[config.mk]
export PLATFORM = sky130hd
export DESIGN_NAME = stmm_ctrl
export DESIGN_NICKNAME = d
export VERILOG_FILES = /design/src/rtl/stmm_pkg.sv /design/src/rtl/stmm_ctrl.sv
export SDC_FILE = /design/constraint.sdc
export NUM_CORES = 1
export LEC_CHECK = 0
export BUFFER_PORTS_ARGS = -buffer_cell sky130_fd_sc_hd__buf_2
export CAP_MARGIN = 40
export CORE_MARGIN = 2
export CORE_UTILIZATION = 30
export CTS_CLUSTER_DIAMETER = 40
export DETAILED_ROUTE_END_ITERATION = 10
export HOLD_SLACK_MARGIN = 0.12
export MAX_ROUTING_LAYER = met4
export SETUP_SLACK_MARGIN = 0.3
export SYNTH_ARGS = -nofsm -noshare
export SYNTH_HDL_FRONTEND = slang
export SYNTH_SLANG_ARGS = --single-unit
[constraint.sdc]
create_clock -name clk -period 1.95 [get_ports clk]
set_input_delay 0.195 -clock clk [delete_from_list [all_inputs] [get_ports clk]]
set_output_delay 0.195 -clock clk [all_outputs]
set_load 0.01 [all_outputs]
[src/rtl/stmm_pkg.sv]
`default_nettype none
package stmm_pkg;

    localparam int FUNC_W      = 2;
    localparam int CFG_IDX_W   = 2;
    localparam int CFG_W       = 11;
    localparam int IN_IDX_W    = 10;
    localparam int IN_VAL_W    = 16;
    localparam int OUT_VAL_W   = 32;
    localparam int STATUS_W    = 2;
    localparam int IN_DATA_W   = 40;
    localparam int OUT_DATA_W  = 56;

    localparam logic [FUNC_W-1:0] FUNC_LOAD_A = 2'd0;
    localparam logic [FUNC_W-1:0] FUNC_LOAD_B = 2'd1;
    localparam logic [FUNC_W-1:0] FUNC_START  = 2'd2;
    localparam logic [FUNC_W-1:0] FUNC_UNUSED = 2'd3;

    localparam logic [STATUS_W-1:0] STAT_OK       = 2'd0;
    localparam logic [STATUS_W-1:0] STAT_EMPTY    = 2'd1;
    localparam logic [STATUS_W-1:0] STAT_MISMATCH = 2'd2;
    localparam logic [STATUS_W-1:0] STAT_OVERFLOW = 2'd3;

    localparam logic [CFG_IDX_W-1:0] CFG_COLS_A = 2'd1;
    localparam logic [CFG_IDX_W-1:0] CFG_ROWS_B = 2'd2;

    typedef enum logic [4:0] {
        OP_NONE,
        OP_LOAD_A,
        OP_LOAD_B,
        OP_INIT_SORT,
        OP_RD_KEY,
        OP_LATCH_KEY,
        OP_RD_SCAN,
        OP_CMP_SCAN,
        OP_WR_SORT,
        OP_INIT_MUL,
        OP_RD_A,
        OP_LATCH_A,
        OP_RD_S,
        OP_LATCH_S,
        OP_NEXT_A,
        OP_RD_P,
        OP_CMP_P,
        OP_APPEND,
        OP_INIT_OUT,
        OP_RD_OUT,
        OP_OUT_ENTRY,
        OP_OUT_EMPTY,
        OP_OUT_MISMATCH,
        OP_CLEAR
    } dp_op_t;

    typedef enum logic [4:0] {
        S_IDLE,
        S_CHECK,
        S_MISMATCH,
        S_SORT_J,
        S_SORT_KEY,
        S_SORT_RD,
        S_SORT_CMP,
        S_MUL_A,
        S_MUL_LATCH_A,
        S_MUL_S,
        S_MUL_LATCH_S,
        S_SRCH_RD,
        S_SRCH_CMP,
        S_APPEND,
        S_OUT_START,
        S_OUT_EMPTY,
        S_OUT_RD,
        S_OUT_LD,
        S_CLEAR
    } ctrl_state_t;

    typedef struct packed {
        dp_op_t op;
    } cmd_t;

    typedef struct packed {
        logic dims_ok;
        logic j_done;
        logic kb_done;
        logic a_done;
        logic kp_done;
        logic col_match;
        logic p_match;
        logic p_empty;
        logic out_free;
        logic out_last;
    } dp_stat_t;

endpackage
`default_nettype wire

[src/rtl/stmm_ctrl.sv]
`default_nettype none
module stmm_ctrl (
    input  wire logic                          clk,
    input  wire logic                          rst_n,
    input  wire logic                          s_tvalid,
    input  wire logic [stmm_pkg::FUNC_W-1:0]   func,
    input  wire stmm_pkg::dp_stat_t            stat,
    output logic                               s_tready,
    output stmm_pkg::cmd_t                     cmd
);

    stmm_pkg::ctrl_state_t state_reg, state_next;

    always_ff @(posedge clk or negedge rst_n)
    begin
        if (!rst_n)
        begin
            state_reg <= stmm_pkg::S_IDLE;
        end
        else
        begin
            state_reg <= state_next;
        end
    end

    always_comb
    begin
        state_next = state_reg;
        cmd.op     = stmm_pkg::OP_NONE;
        s_tready   = 1'b0;
        case (state_reg)
            stmm_pkg::S_IDLE:
            begin
                s_tready = 1'b1;
                if (s_tvalid)
                begin
                    case (func)
                        stmm_pkg::FUNC_LOAD_A: cmd.op = stmm_pkg::OP_LOAD_A;
                        stmm_pkg::FUNC_LOAD_B: cmd.op = stmm_pkg::OP_LOAD_B;
                        stmm_pkg::FUNC_START:  state_next = stmm_pkg::S_CHECK;
                        default:               cmd.op = stmm_pkg::OP_NONE;
                    endcase
                end
            end
            stmm_pkg::S_CHECK:
            begin
                if (stat.dims_ok)
                begin
                    cmd.op     = stmm_pkg::OP_INIT_SORT;
                    state_next = stmm_pkg::S_SORT_J;
                end
                else
                begin
                    state_next = stmm_pkg::S_MISMATCH;
                end
            end
            stmm_pkg::S_MISMATCH:
            begin
                if (stat.out_free)
                begin
                    cmd.op     = stmm_pkg::OP_OUT_MISMATCH;
                    state_next = stmm_pkg::S_CLEAR;
                end
            end
            stmm_pkg::S_SORT_J:
            begin
                if (stat.j_done)
                begin
                    cmd.op     = stmm_pkg::OP_INIT_MUL;
                    state_next = stmm_pkg::S_MUL_A;
                end
                else
                begin
                    cmd.op     = stmm_pkg::OP_RD_KEY;
                    state_next = stmm_pkg::S_SORT_KEY;
                end
            end
            stmm_pkg::S_SORT_KEY:
            begin
                cmd.op     = stmm_pkg::OP_LATCH_KEY;
                state_next = stmm_pkg::S_SORT_RD;
            end
            stmm_pkg::S_SORT_RD:
            begin
                if (stat.kb_done)
                begin
                    cmd.op     = stmm_pkg::OP_WR_SORT;
                    state_next = stmm_pkg::S_SORT_J;
                end
                else
                begin
                    cmd.op     = stmm_pkg::OP_RD_SCAN;
                    state_next = stmm_pkg::S_SORT_CMP;
                end
            end
            stmm_pkg::S_SORT_CMP:
            begin
                cmd.op     = stmm_pkg::OP_CMP_SCAN;
                state_next = stmm_pkg::S_SORT_RD;
            end
            stmm_pkg::S_MUL_A:
            begin
                if (stat.a_done)
                begin
                    state_next = stmm_pkg::S_OUT_START;
                end
                else
                begin
                    cmd.op     = stmm_pkg::OP_RD_A;
                    state_next = stmm_pkg::S_MUL_LATCH_A;
                end
            end
            stmm_pkg::S_MUL_LATCH_A:
            begin
                cmd.op     = stmm_pkg::OP_LATCH_A;
                state_next = stmm_pkg::S_MUL_S;
            end
            stmm_pkg::S_MUL_S:
            begin
                if (stat.j_done)
                begin
                    cmd.op     = stmm_pkg::OP_NEXT_A;
                    state_next = stmm_pkg::S_MUL_A;
                end
                else
                begin
                    cmd.op     = stmm_pkg::OP_RD_S;
                    state_next = stmm_pkg::S_MUL_LATCH_S;
                end
            end
            stmm_pkg::S_MUL_LATCH_S:
            begin
                cmd.op     = stmm_pkg::OP_LATCH_S;
                state_next = stat.col_match ? stmm_pkg::S_SRCH_RD : stmm_pkg::S_MUL_S;
            end
            stmm_pkg::S_SRCH_RD:
            begin
                if (stat.kp_done)
                begin
                    state_next = stmm_pkg::S_APPEND;
                end
                else
                begin
                    cmd.op     = stmm_pkg::OP_RD_P;
                    state_next = stmm_pkg::S_SRCH_CMP;
                end
            end
            stmm_pkg::S_SRCH_CMP:
            begin
                cmd.op     = stmm_pkg::OP_CMP_P;
                state_next = stat.p_match ? stmm_pkg::S_MUL_S : stmm_pkg::S_SRCH_RD;
            end
            stmm_pkg::S_APPEND:
            begin
                cmd.op     = stmm_pkg::OP_APPEND;
                state_next = stmm_pkg::S_MUL_S;
            end
            stmm_pkg::S_OUT_START:
            begin
                if (stat.p_empty)
                begin
                    state_next = stmm_pkg::S_OUT_EMPTY;
                end
                else
                begin
                    cmd.op     = stmm_pkg::OP_INIT_OUT;
                    state_next = stmm_pkg::S_OUT_RD;
                end
            end
            stmm_pkg::S_OUT_EMPTY:
            begin
                if (stat.out_free)
                begin
                    cmd.op     = stmm_pkg::OP_OUT_EMPTY;
                    state_next = stmm_pkg::S_CLEAR;
                end
            end
            stmm_pkg::S_OUT_RD:
            begin
                cmd.op     = stmm_pkg::OP_RD_OUT;
                state_next = stmm_pkg::S_OUT_LD;
            end
            stmm_pkg::S_OUT_LD:
            begin
                if (stat.out_free)
                begin
                    cmd.op     = stmm_pkg::OP_OUT_ENTRY;
                    state_next = stat.out_last ? stmm_pkg::S_CLEAR : stmm_pkg::S_OUT_RD;
                end
            end
            stmm_pkg::S_CLEAR:
            begin
                cmd.op     = stmm_pkg::OP_CLEAR;
                state_next = stmm_pkg::S_IDLE;
            end
            default:
            begin
                state_next = stmm_pkg::S_IDLE;
            end
        endcase
    end

endmodule
`default_nettype wire

### After elaboration in Yosys (flattened, before gate mapping)

Cells that the tools add are included.

* flip-flop bits (word level): 5
* input port bits: 15
* output and inout bits: 6

* eq/ne operators: 24
* mux-type cells: 29
* reductions and logical operators: 6

Operators by type and width (count)
* $pmux W5 S19: 1
* $pmux W5 S15: 1
* $mux W5: 9
* $eq A5 B4 Y1 const B: 8
* $eq A5 B3 Y1 const B: 4
* $mux W4: 5
* $eq A5 B5 Y1 const B: 3
* $mux W2: 7
* $eq A5 B2 Y1 const B: 2
* $mux W3: 2
* $reduce_or A2 Y1: 3
* $eq A5 B1 Y1 const B: 1
* $logic_not A5 Y1: 1
* $ne A2 B1 Y1 const B: 2
* $ne A2 B2 Y1 const B: 2
* $pmux W2 S2: 1
* $reduce_and A4 Y1: 1
* $mux W1: 3
* $eq A2 B1 Y1 const B: 1
* $eq A2 B2 Y1 const B: 1
* $logic_not A2 Y1: 1

### Longest topological paths before layout

Gate-level depths: netlist (run 1).

* depth after elaboration: 4
* depth in mapped cells: 7

### Least setup slack after synthesis (run 1)

OpenSTA, ideal clock, no wires.

* kind: flip-flop to output port
* start point: register state_reg[3]
* end point: output port cmd[0] (netlist bit)
* data arrival time: 1.469 ns
* required time: 1.755 ns
* path slack: 0.286 ns
* stages on the path, launching flop included: 7
* path buffers: 1
* path through: dfrtp_1 > buf_6 > or3_4 > nor3_4 > nand3b_1 > o22ai_1 > or3_1

RTL lines
* start, declared: line stmm_ctrl.sv:12 `stmm_pkg::ctrl_state_t state_reg, state_next;`
* start signal, assigned: line stmm_ctrl.sv:18 `state_reg <= stmm_pkg::S_IDLE;`
* start signal, assigned: line stmm_ctrl.sv:22 `state_reg <= state_next;`
* end, declared: line stmm_ctrl.sv:9 `output stmm_pkg::cmd_t cmd`

==> results of run 1 <==
## critical path: cells and delay by family, from the launching register on
| kind | cells | cell delay (ps) |
|---|---|---|
| compound gates | 2 | 190 |
| buf+inv | 3 | 450 |
| flops | 1 | 460 |
| simple gates | 2 | 470 |
## logic make-up after synthesis
group	count (synthesis)	synth area share, %
simple gates	62	36.0
mux	1	1.10
buf+inv	18	10.7
compound gates	50	38.4
flops	5	13.8
## final timing paths
path / from / end / slack [ps] / cells after the start
worst min register to register: state_reg[4] / state_reg[0] / 740 / 3
min in group clk: stat[1] / state_reg[0] / 290 / 2
worst max-delay path: state_reg[2] / cmd[0] / -70 / 7
max in group asynchronous: rst_n / state_reg[3] / 1510 / 2
worst max register to register: state_reg[1] / state_reg[4] / 200 / 9
worst min-delay path: rst_n / state_reg[2] / 290 / 2
## final cells by class
class,count,area [um2],area share [%]
Inverter,4,15.0,1.09
Sequential cell,5,131,9.51
Clock buffer,4,26.3,1.90
Timing Repair Buffer,46,369,26.7
Tap cell,31,38.8,2.81
Multi-Input combinational cell,113,801,58.0
## per-stage QoR
step | power (mW) | setup WS [ps] | setup TNS, ps
2_1_floorplan | 0.994 | 286 | 0
3_3_place_gp | 1.31 | 141 | 0
3_5_place_dp | 1.32 | 144 | 0
4_1_cts | 1.74 | -71.5 | -124
5_1_grt | 2.08 | -129 | -245
6_report | 1.94 | -65.8 | -83.0
## synthesized netlist by cell type (2+ instances only)
| cell type | n | share of area [%] |
|---|---|---|
| sky130_fd_sc_hd__nor2_1 | 10 | 4.1 |
| sky130_fd_sc_hd__o211ai_1 | 3 | 2.5 |
| sky130_fd_sc_hd__o22a_1 | 2 | 1.9 |
| sky130_fd_sc_hd__and3_1 | 2 | 1.4 |
| sky130_fd_sc_hd__nor2b_1 | 3 | 2.1 |
| sky130_fd_sc_hd__a31oi_1 | 3 | 2.1 |
| sky130_fd_sc_hd__or3_1 | 2 | 1.4 |
| sky130_fd_sc_hd__nor3_1 | 3 | 1.7 |
| sky130_fd_sc_hd__a21boi_0 | 3 | 2.5 |
| sky130_fd_sc_hd__dfrtp_1 | 5 | 14 |
| sky130_fd_sc_hd__nand2b_1 | 5 | 3.4 |
| sky130_fd_sc_hd__nand2_1 | 21 | 8.7 |
| sky130_fd_sc_hd__buf_4 | 3 | 2.5 |
| sky130_fd_sc_hd__buf_2 | 9 | 5.0 |
| sky130_fd_sc_hd__o21bai_1 | 2 | 1.7 |
| sky130_fd_sc_hd__nand3_1 | 6 | 3.3 |
| sky130_fd_sc_hd__inv_1 | 4 | 1.7 |
| sky130_fd_sc_hd__a21oi_1 | 6 | 3.3 |
| sky130_fd_sc_hd__o21ai_0 | 10 | 5.5 |
| sky130_fd_sc_hd__o221a_2 | 2 | 2.5 |
| sky130_fd_sc_hd__o22ai_1 | 6 | 4.1 |
## metal layers
metal  global-route usage, %  part of all wire (%)  wire length (um)
met1                    28.6                    45              1500
met3                    2.18                   5.8               191
met4                    6.17                   1.4                45
met5                       -                     0                 0
met2                    29.0                    48              1580
## power groups by stage
stage,Clock [mW],Combinational [mW],Sequential [mW]
after floorplan,0,0.839,0.155
after global placement,0,1.07,0.236
after detailed placement,0,1.08,0.237
after CTS,0.124,1.40,0.217
after global routing,0.129,1.72,0.229
final,0.120,1.59,0.224
## what timing repair did
action / in CTS / in global routing
endpoints found under the hold margin: 5 / 0
hold buffers: 1 / 0
gates cloned: 1 / 0
setup endpoints to repair: 10 / 10
setup buffers: 8 / 3
pin swaps: 4 / 7
gates resized for setup: 24 / 19
==> summary by stage, run 1 <==
Pwr
The power density over cell area is 1400 mW/mm2. The relative contribution of sequential cells to total power is 11.6%. The internal portion of total power is 1.03 mW. The cell leakage power is approximately 0.58 nW. The switching part of the total is 46.8%.

The clock network burns 6.2% of the power. Summed over all nets, the switching power comes to 907 uW. IR analysis of the VDD net gives a maximum drop of 0.000478 V. Per report_power, the combinational group accounts for 82.2% of the total.

Placement
The standard cell area after detailed placement is 0.00107 mm2. Routability-driven placement finished with a final weighted congestion of 0.888. Buffers placed on the I/O ports in this run total 20. The estimated wirelength of the detail-placed design is 2180 um. In this run, placement finished with an instance count of 186.

Floorplanning
The initialized floorplan defines 19 standard-cell rows. The die is 59.0 um tall. The die outline area is 0.00348 mm2. 21 I/O pins were placed. The initial cell density of the core is about a third. In this run the horizontal extent of the chip is 59.0 um.

The core region is 0.00281 mm2.

Clocking
The H-tree depth is 1. The clock insertion delay at the later pin of the skew report is 240 ps. The CTS tree is yes. The maximum root-to-sink buffer count is 2. After clock tree synthesis, the clock-pin slew on the worst setup and hold paths is 40 ps. The total CTS buffers is 3. The tree built by TritonCTS fans out to 5 sinks.

The cell at the root of the clock tree is sky130_fd_sc_hd__clkbuf_4.

Final layout
The end-of-flow core utilization is 49.2%. At the end of the flow, the number of nets in the layout was 188. The fraction of layout cells with a size suffix above 1 is 44.8%. The area of all placed cells without fillers is 0.00138 mm2. The register with the most flip-flops in the layout has 5 of them. The count of placed standard cells in the final layout, fillers left out is around 200. The final-layout fill cell count is between 200 and 300.

The number of antenna diodes in the final layout is 0. Leaving out fill and tap cells, the most frequent cells in the layout are sky130_fd_sc_hd__nand2_1, sky130_fd_sc_hd__buf_2, sky130_fd_sc_hd__buf_4. The signed area change from the synthesized netlist to the final layout is 52.1%.

Global routing
The maximum number of pins on one net before global-route repair is 19. Summed over all layers, the global routing overflow is 0. Global routing consumed, over all layers together, between 10% and 20% of the routing resources. The number of global-route vias before repair is 1095. The initial antenna violation count is 0. The first-pass GRT wire length is roughly 5200 um.

Critical path
At the worst endpoint, the required time is 1750 ps. STA puts the critical path data arrival time at 1820 ps. The maximum cell stage delay along the critical path is 460 ps. Traced cell by cell, the critical path runs through buf_4 > nand2_1 > buf_4 > o21ba_2 > o22ai_2 > or3_1 > buf_2.

The kind of critical path is reg -> out. The master of the slowest instance on the critical path is sky130_fd_sc_hd__dfrtp_2. STA classifies the critical path startpoint as a flop. Among the stages of the critical path, the cell type that occurs most often is sky130_fd_sc_hd__buf_4.

In this run the worst path has a maximum fanout of 7. The sort of element at the end of the critical path is a primary output.

STA
The time the worst path needs with I/O delays and setup is a little over 2000 ps. Setup repair after global routing could not meet its margin everywhere. Setup slack on the critical path of the routed design comes to -65.8 ps. The slew at the pin closest to its max-slew limit is 374 ps.

The final setup violation count is 2. The count of pins over their slew limit is 0. On the final layout, the worst hold slack is about 290 ps. The largest clock skew in the final design is between 0.7 and 0.8 ps. The share of the cycle needed by the critical path after routing is 103%. The total count of hold-check failures in the final report is 0. Timing would allow up to 496 MHz.

The worst pin sits at a relative slew slack of between 70 and 80%.

Logic synthesis
The synthesized netlist net count is approximately 150. The number of unique standard cell types used by synthesis is between 40 and 50. The cell area after technology mapping is about 910 um2.

The flip-flop and latch count after synthesis is 5. Synthesis produced 136 cells. The synthesized design contains 0 enable-type register cells. The per-instance average area after synthesis is 6.68 um2. The proportion of synthesized chip area in sequential cells is 13.8%. The async set or reset register ratio after synthesis is 100%.

Yosys printed 0 warnings. The main flop type after synthesis is sky130_fd_sc_hd__dfrtp_1.

Outcome
The final reports fail on setup timing. The run finished, with violations left.

Hold path
The class of the tightest hold or removal check is in -> async.

Detailed routing
The wire length after detailed routing is between 3000 and 4000 um. The average wire per cell in the routed design is 16.3 um. In the routed design, unresolved DRC markers number 0. The antenna violation net count after detailed routing is 0. The via density per instance is around 6.1. The total via count after detailed routing is 1243.

The first detailed-routing pass ran for 4 iterations. The violation count after the first detailed-route iteration is 54.

Job
The number of maximum-capacitance constraint violations is 0.
Note: power is estimated with default switching activity, not from simulation.
==> inputs of run 2 (changes only) <==
Settings changed: CAP_MARGIN 40 to unset, RECOVER_POWER set to 100.
==> run 2 against run 1 <==
Compared with the run above:
- the run still ends with setup timing left
- total power is 0.77% lower
- sequential share of layout area grew 0.052 points
- first-iteration DRC count unchanged
- hold slack gained 1.7 ps
- via count increased by 1.0%
- maximum frequency down 0.15%
- critical path type unchanged
- routed wire length about the same
- clock-buffer cell count did not move
- clock power about the same
- die area unchanged
- register-to-register slack about the same
==> summary by stage, run 2 (synthesis results as in run 1) <==
Outcome
The run finished, with violations left. The final reports fail on setup timing.

Global routing
The global-route usage over all layers was 19.8% (unchanged). The maximum number of pins on one net before global-route repair was 19 (unchanged). The initial antenna violation count is 0 (unchanged). The total congestion overflow is 0 (unchanged). The number of global-route vias before repair is 1095 (unchanged). The first-pass GRT wire length is 5190 um (unchanged).

Clocking
The clock insertion delay at the later pin of the skew report is 240 ps (about the same). The number of sinks on the clock net came to 5 (unchanged). TritonCTS built the clock tree. The total CTS buffers is 3 (unchanged). The H-tree depth is 1 (unchanged). The cell at the root of the clock tree is sky130_fd_sc_hd__clkbuf_4. The clock-pin slew on the worst setup and hold paths is 50 ps (about the same). The maximum root-to-sink buffer count is 2 (unchanged).

Final layout
Leaving out fill and tap cells, the most frequent cells in the layout are sky130_fd_sc_hd__nand2_1, sky130_fd_sc_hd__buf_2, sky130_fd_sc_hd__buf_4. The final-layout fill cell count is 279 (+0.72%). The most frequent standard cell in the layout excluding fill and tap cells is sky130_fd_sc_hd__nand2_1. The count of placed standard cells in the final layout, fillers left out came to 203 (unchanged). The net count reported at finish was 188 (unchanged).

The fraction of layout cells with a size suffix above 1 is 44.2% (-0.58 points). The signed area change from the synthesized netlist to the final layout is 51.2%. The count of antenna diodes in the layout is 0 (unchanged). The number of flip-flops in the largest register came to 5 (unchanged).

Job
The number of maximum-capacitance constraint violations is 0 (unchanged).

Floorplanning
The initial cell density of the core was 32.4% (unchanged). The die outline area came to 0.00348 mm2 (unchanged). The core region area is 0.00281 mm2 (unchanged). The chip width is 59.0 um (unchanged). The number of placement rows is 19 (unchanged). The die height came to 59.0 um (unchanged). The number of placed I/O pins was 21 (unchanged).

Critical path
The data arrival time of the critical path is 1820 ps (about the same). The signal on the critical path passes through buf_4 > nand2_1 > buf_4 > o21ba_2 > o22ai_2 > or3_1 > buf_2. The critical-path maximum fanout was 7 (unchanged). The critical path is of the reg -> out type. The maximum cell stage delay along the critical path was 460 ps (about the same). The critical path's most frequent cell is sky130_fd_sc_hd__buf_4.

The worst setup path is captured at a primary output. The worst path required time is 1750 ps (about the same). STA classifies the critical path startpoint as a flop.

The largest individual stage delay along the critical path comes from the cell sky130_fd_sc_hd__dfrtp_2.

Pwr
The worst voltage drop across the vdd grid is 0.000481 V (+0.61%). The relative contribution of sequential cells to total power is 11.6% (about the same). The switching power is 904 uW (-0.24%). The internal portion of total power is 1.02 mW (-1.2%). The switching part of the total is 47.1% (+0.25 points). The power density over cell area is 1400 mW/mm2 (-0.23%). The power share of the combinational group was 82.2% (about the same).

The share of power burned in the clock network is 6.3% (about the same). The cell leakage power is 0.574 nW (-0.78%).

STA
The slew at the pin closest to its max-slew limit came to 377 ps (+2.95 ps). Setup repair after global routing could not meet its margin everywhere. The timing-limited maximum frequency is 495 MHz (-0.15%). The share of the cycle needed by the critical path after routing was 104% (+0.16 points). The worst-case setup margin in the final layout came to -68.8 ps (-3.05 ps).

The worst hold margin is 293 ps (+1.74 ps). The time the worst path needs with I/O delays and setup was 2020 ps (+3.05 ps). The total count of hold-check failures in the final report is 0 (unchanged). The count of pins over their slew limit is 0 (unchanged). The final setup violation count is 2 (unchanged). The largest clock skew in the final design is 1.08 ps (+0.309 ps). The relative max-transition margin came to 74.6% (-0.20 points).

Detailed routing
The antenna violation net count after detailed routing is 0 (unchanged). The average wire per cell in the routed design was 16.3 um (about the same). The violation count after the first detailed-route iteration is 54 (unchanged). The DRC violations left is 0 (unchanged).

The iteration count of the initial detailed-routing pass is 4 (unchanged). The wire length after detailed routing is 3320 um (about the same). The via density per instance is 6.19 (+1.0%). The total via count after detailed routing is 1256 (+1.0%).

Placement
The placer's final routability congestion estimate is 0.888 (unchanged). The total of buffers placed on input and output ports is 20 (unchanged). The post-placement setup slack is 144 ps (unchanged). The estimated wirelength of the detail-placed design was 2180 um (unchanged). The number of cells in the design after placement came to 186 (unchanged).

Hold path
The min-delay analysis places its worst path in the category in -> reg.
-- run 2: changes by cell type in the layout (fill, tap and decap cells not counted), sizes merged --
cell,previous run,this run
buf,45,43
clkbuf,4,6
-- run 2: timing repair --
item / CTS / global route
buffers inserted: 8 / 3
endpoints found under the setup margin: 10 / 10
endpoints found under the hold margin: 5 / 0
pin swaps: 4 / 7
resized for setup: 24 / 19
hold buffers: 1 / 0
gates cloned: 1 / 0
-- run 2: final timing paths --
path / slack [ps] / cells after the start / endpoint / from
max: -70 / 7 / cmd[0] / state_reg[2]
min reg2reg: 730 / 3 / state_reg[0] / state_reg[4]
min: 290 / 2 / state_reg[0] / stat[1]
max in group asynchronous: 1390 / 2 / state_reg[3] / rst_n
max reg2reg: 210 / 9 / state_reg[4] / state_reg[1]
min in group asynchronous: 330 / 2 / state_reg[0] / rst_n
-- run 2: per-stage QoR --
stage	total power, mW	area (um2)	util, %	setup TNS [ps]
2_1_floorplan	0.994	908	-	0
3_3_place_gp	1.31	1070	38.3	0
3_5_place_dp	1.32	1070	38.3	0
4_1_cts	1.74	1280	45.5	-124
5_1_grt	2.06	1370	49.0	-247
6_report	1.92	1370	49.0	-91.0
-- run 2: worst max-delay path: cells and delay by family (launching register included) --
| family | cells | cell delay, ps |
|---|---|---|
| buf+inv | 3 | 450 |
| compound gates | 2 | 190 |
| flops | 1 | 460 |
| simple gates | 2 | 470 |
-- run 2: power groups by stage --
stage | combinational (mW) | sequential [mW] | clock [mW]
2_1_floorplan | 0.839 | 0.155 | 0
3_3_place_gp | 1.07 | 0.236 | 0
3_5_place_dp | 1.08 | 0.237 | 0
4_1_cts | 1.40 | 0.217 | 0.124
5_1_grt | 1.70 | 0.229 | 0.129
6_report | 1.58 | 0.222 | 0.121
-- run 2: final cells by class --
| type | instances | area, um2 | share of cell area [%] |
|---|---|---|---|
| clock buffer | 4 | 26.3 | 1.91 |
| inverter | 4 | 15.0 | 1.09 |
| tap | 31 | 38.8 | 2.82 |
| multi-input combinational | 113 | 801 | 58.3 |
| timing repair buffer | 46 | 362 | 26.3 |
| sequential | 5 | 131 | 9.56 |
-- run 2: layer usage --
metal / wire length (um) / global-route usage, %
met1: 1430 / 28.6
met2: 1580 / 29.0
met3: 259 / 2.18
met4: 48 / 6.17
met5: 0 / -
==> inputs of run 3 (changes only) <==
Settings changed: SKIP_LAST_GASP set to 1.
==> run 3 against run 2 <==
Compared with the run above:
- the flow still finishes with violations (setup timing)
- largest cell class unchanged
- clock power about the same
- global-route usage is the same
- combinational power hardly changed
- critical endpoint unchanged
- highest routed layer unchanged
==> summary by stage, run 3 (synthesis results as in run 1) <==
Outcome
The flow ran to the end, but the final reports show violations. The final reports fail on setup timing.

STA
The slew at the pin closest to its max-slew limit is 383 ps (+5.25 ps). The largest clock skew in the final design is 0.908 ps (-0.170 ps). The share of the cycle needed by the critical path after routing is 103% (about the same). The time the worst path needs with I/O delays and setup is 2020 ps (-1.44 ps). The final setup violation count was 2 (unchanged). Setup repair after global routing could not meet its margin everywhere. The total count of hold-check failures in the final report is 0 (unchanged). The final total negative setup slack is -86.9 ps (+4.13 ps).

The relative max-transition margin is 74.3% (-0.35 points). The timing-limited maximum frequency is 496 MHz (about the same). The count of pins over their slew limit is 0 (unchanged). The worst-case setup margin in the final layout is -67.4 ps (+1.44 ps). The worst hold margin is 304 ps (+11.3 ps).

Clocking
The clock-pin slew on the worst setup and hold paths came to 40 ps (about the same). The H-tree depth is 1 (unchanged). The total CTS buffers is 3 (unchanged). The clock insertion delay at the later pin of the skew report is 240 ps (about the same).

Clock tree synthesis selected as its root buffer the cell sky130_fd_sc_hd__clkbuf_4. The number of sinks on the clock net was 5 (unchanged). The maximum root-to-sink buffer count is 2 (unchanged). The CTS tree is yes.

Floorplanning
The number of placement rows came to 19 (unchanged). The core region area is 0.00281 mm2 (unchanged). The number of placed I/O pins is 21 (unchanged). The die height is 59.0 um (unchanged). The initial cell density of the core came to 32.4% (unchanged). The chip width is 59.0 um (unchanged). The die outline area is 0.00348 mm2 (unchanged).

Critical path
The most critical setup path has its startpoint at state_reg[2]. The worst path required time is 1750 ps (about the same). The data arrival time of the critical path was 1820 ps (about the same).

The path depth of the worst reg2reg path came to 7 (-2). The setup path with the least slack is of type reg -> out. The critical-path maximum fanout came to 7 (unchanged). The sort of element at the end of the critical path is a primary output.

The source of the worst register-to-register timing path is state_reg[0]. The worst-case register-to-register setup slack was 200 ps (about the same). The worst flop-to-flop path endpoint is state_reg[4]. STA classifies the critical path startpoint as a flop.

Pwr
The cell leakage power is 0.573 nW (-0.20%). The power density over cell area came to 1400 mW/mm2 (+0.15%). The worst voltage drop across the vdd grid is 0.000461 V (-4.2%).

Detailed routing
The wire length after detailed routing is 3360 um (+1.3%). The violation count after the first detailed-route iteration is 68 (+26%). The average wire per cell in the routed design is 16.5 um (+1.3%). The iteration count of the initial detailed-routing pass is 4 (unchanged).

The via density per instance is 6.20 (+0.24%). The antenna violation net count after detailed routing is 0 (unchanged). The DRC violations left was 0 (unchanged).

The total via count after detailed routing is 1259 (+0.24%).

Final layout
The net count reported at finish is 188 (unchanged). The most frequent standard cell in the layout excluding fill and tap cells is sky130_fd_sc_hd__nand2_1. The final-layout fill cell count is 282 (+1.1%).

The area of all placed cells without fillers is 0.00137 mm2 (-0.36%). The count of antenna diodes in the layout is 0 (unchanged). The fraction of layout cells with a size suffix above 1 is 43.6% (-0.58 points).

In the layout the commonest cells are sky130_fd_sc_hd__nand2_1, sky130_fd_sc_hd__buf_2, sky130_fd_sc_hd__buf_4. The number of flip-flops in the largest register is 5 (unchanged). Compared with the post-synthesis result, the final layout area differs by 50.7%.

Hold path
The hold-critical path depth is 2 (unchanged). The path class of the tightest hold or removal check is in -> reg. The origin of the worst min-delay path is stat[1].

The worst hold endpoint is state_reg[0].

Global routing
The total congestion overflow is 0 (unchanged). The number of global-route vias before repair was 1095 (unchanged). The first-pass GRT wire length was 5190 um (unchanged). The global-route usage over all layers came to 19.8% (unchanged).

The initial antenna violation count is 0 (unchanged). The maximum number of pins on one net before global-route repair came to 19 (unchanged).

Placement
The post-placement setup slack is 144 ps (unchanged). The estimated wirelength of the detail-placed design was 2180 um (unchanged). The total of buffers placed on input and output ports is 20 (unchanged). The placer's final routability congestion estimate was 0.888 (unchanged).

The standard cell area after detailed placement was 0.00107 mm2 (unchanged).

Job
The number of maximum-capacitance constraint violations is 0 (unchanged).
-- run 3: critical path: stages (launching register included) --
cell and delay, ps:
sky130_fd_sc_hd__dfrtp_2 460, sky130_fd_sc_hd__buf_4 190, sky130_fd_sc_hd__nand2_1 110, sky130_fd_sc_hd__buf_4 120, sky130_fd_sc_hd__o21ba_2 130, sky130_fd_sc_hd__o22ai_2 60
sky130_fd_sc_hd__or3_1 360, sky130_fd_sc_hd__buf_2 140
-- run 3: timing repair --
item	in CTS	in global routing
cloned	1	0
hold buffers	1	0
setup endpoints to repair	10	10
endpoints found under the hold margin	5	0
resized for setup	24	17
buffers inserted	8	3
pin swaps	4	5
-- run 3: area by class of cell --
cell class	count	area, um2	area share (%)
clock buffer	4	26.3	1.92
tap	31	38.8	2.83
multi-input combinational	113	796	58.1
timing repair buffer	46	362	26.4
inverter	4	15.0	1.10
sequential	5	131	9.60
-- run 3: where the power goes --
part           leakage, nW  switching, mW  internal, mW
clock               0.0150         0.0425        0.0774
combinational        0.499          0.784         0.791
sequential          0.0585         0.0747         0.149
-- run 3: worst max path at each step --
| stage | endpoint | slack, ps | cells after the start |
|---|---|---|---|
| floorplan | cmd[0] | 290 | 6 |
| global placement | cmd[1] | 140 | 6 |
| detailed placement | cmd[1] | 140 | 7 |
| CTS | cmd[1] | -70 | 7 |
| global route | cmd[0] | -130 | 6 |
| finish | cmd[0] | -70 | 7 |
-- run 3: metal layers --
layer | vias up | part of all wire, % | global-route usage (%)
met1 | 593 | 43 | 28.6
met2 | 78 | 48 | 29.0
li1 | 582 | - | -
met4 | 0 | 1.0 | 6.17
met5 | - | 0 | -
met3 | 6 | 8.0 | 2.18
-- run 3: through the flow --
| stage | util, % | power (mW) | std cells |
|---|---|---|---|
| global route | 48.8 | 2.05 | 203 |
| CTS | 45.5 | 1.74 | 200 |
| global placement | 38.3 | 1.31 | 186 |
| finish | 48.8 | 1.92 | 203 |
| detailed placement | 38.3 | 1.32 | 186 |
| floorplan | - | 0.994 | 136 |
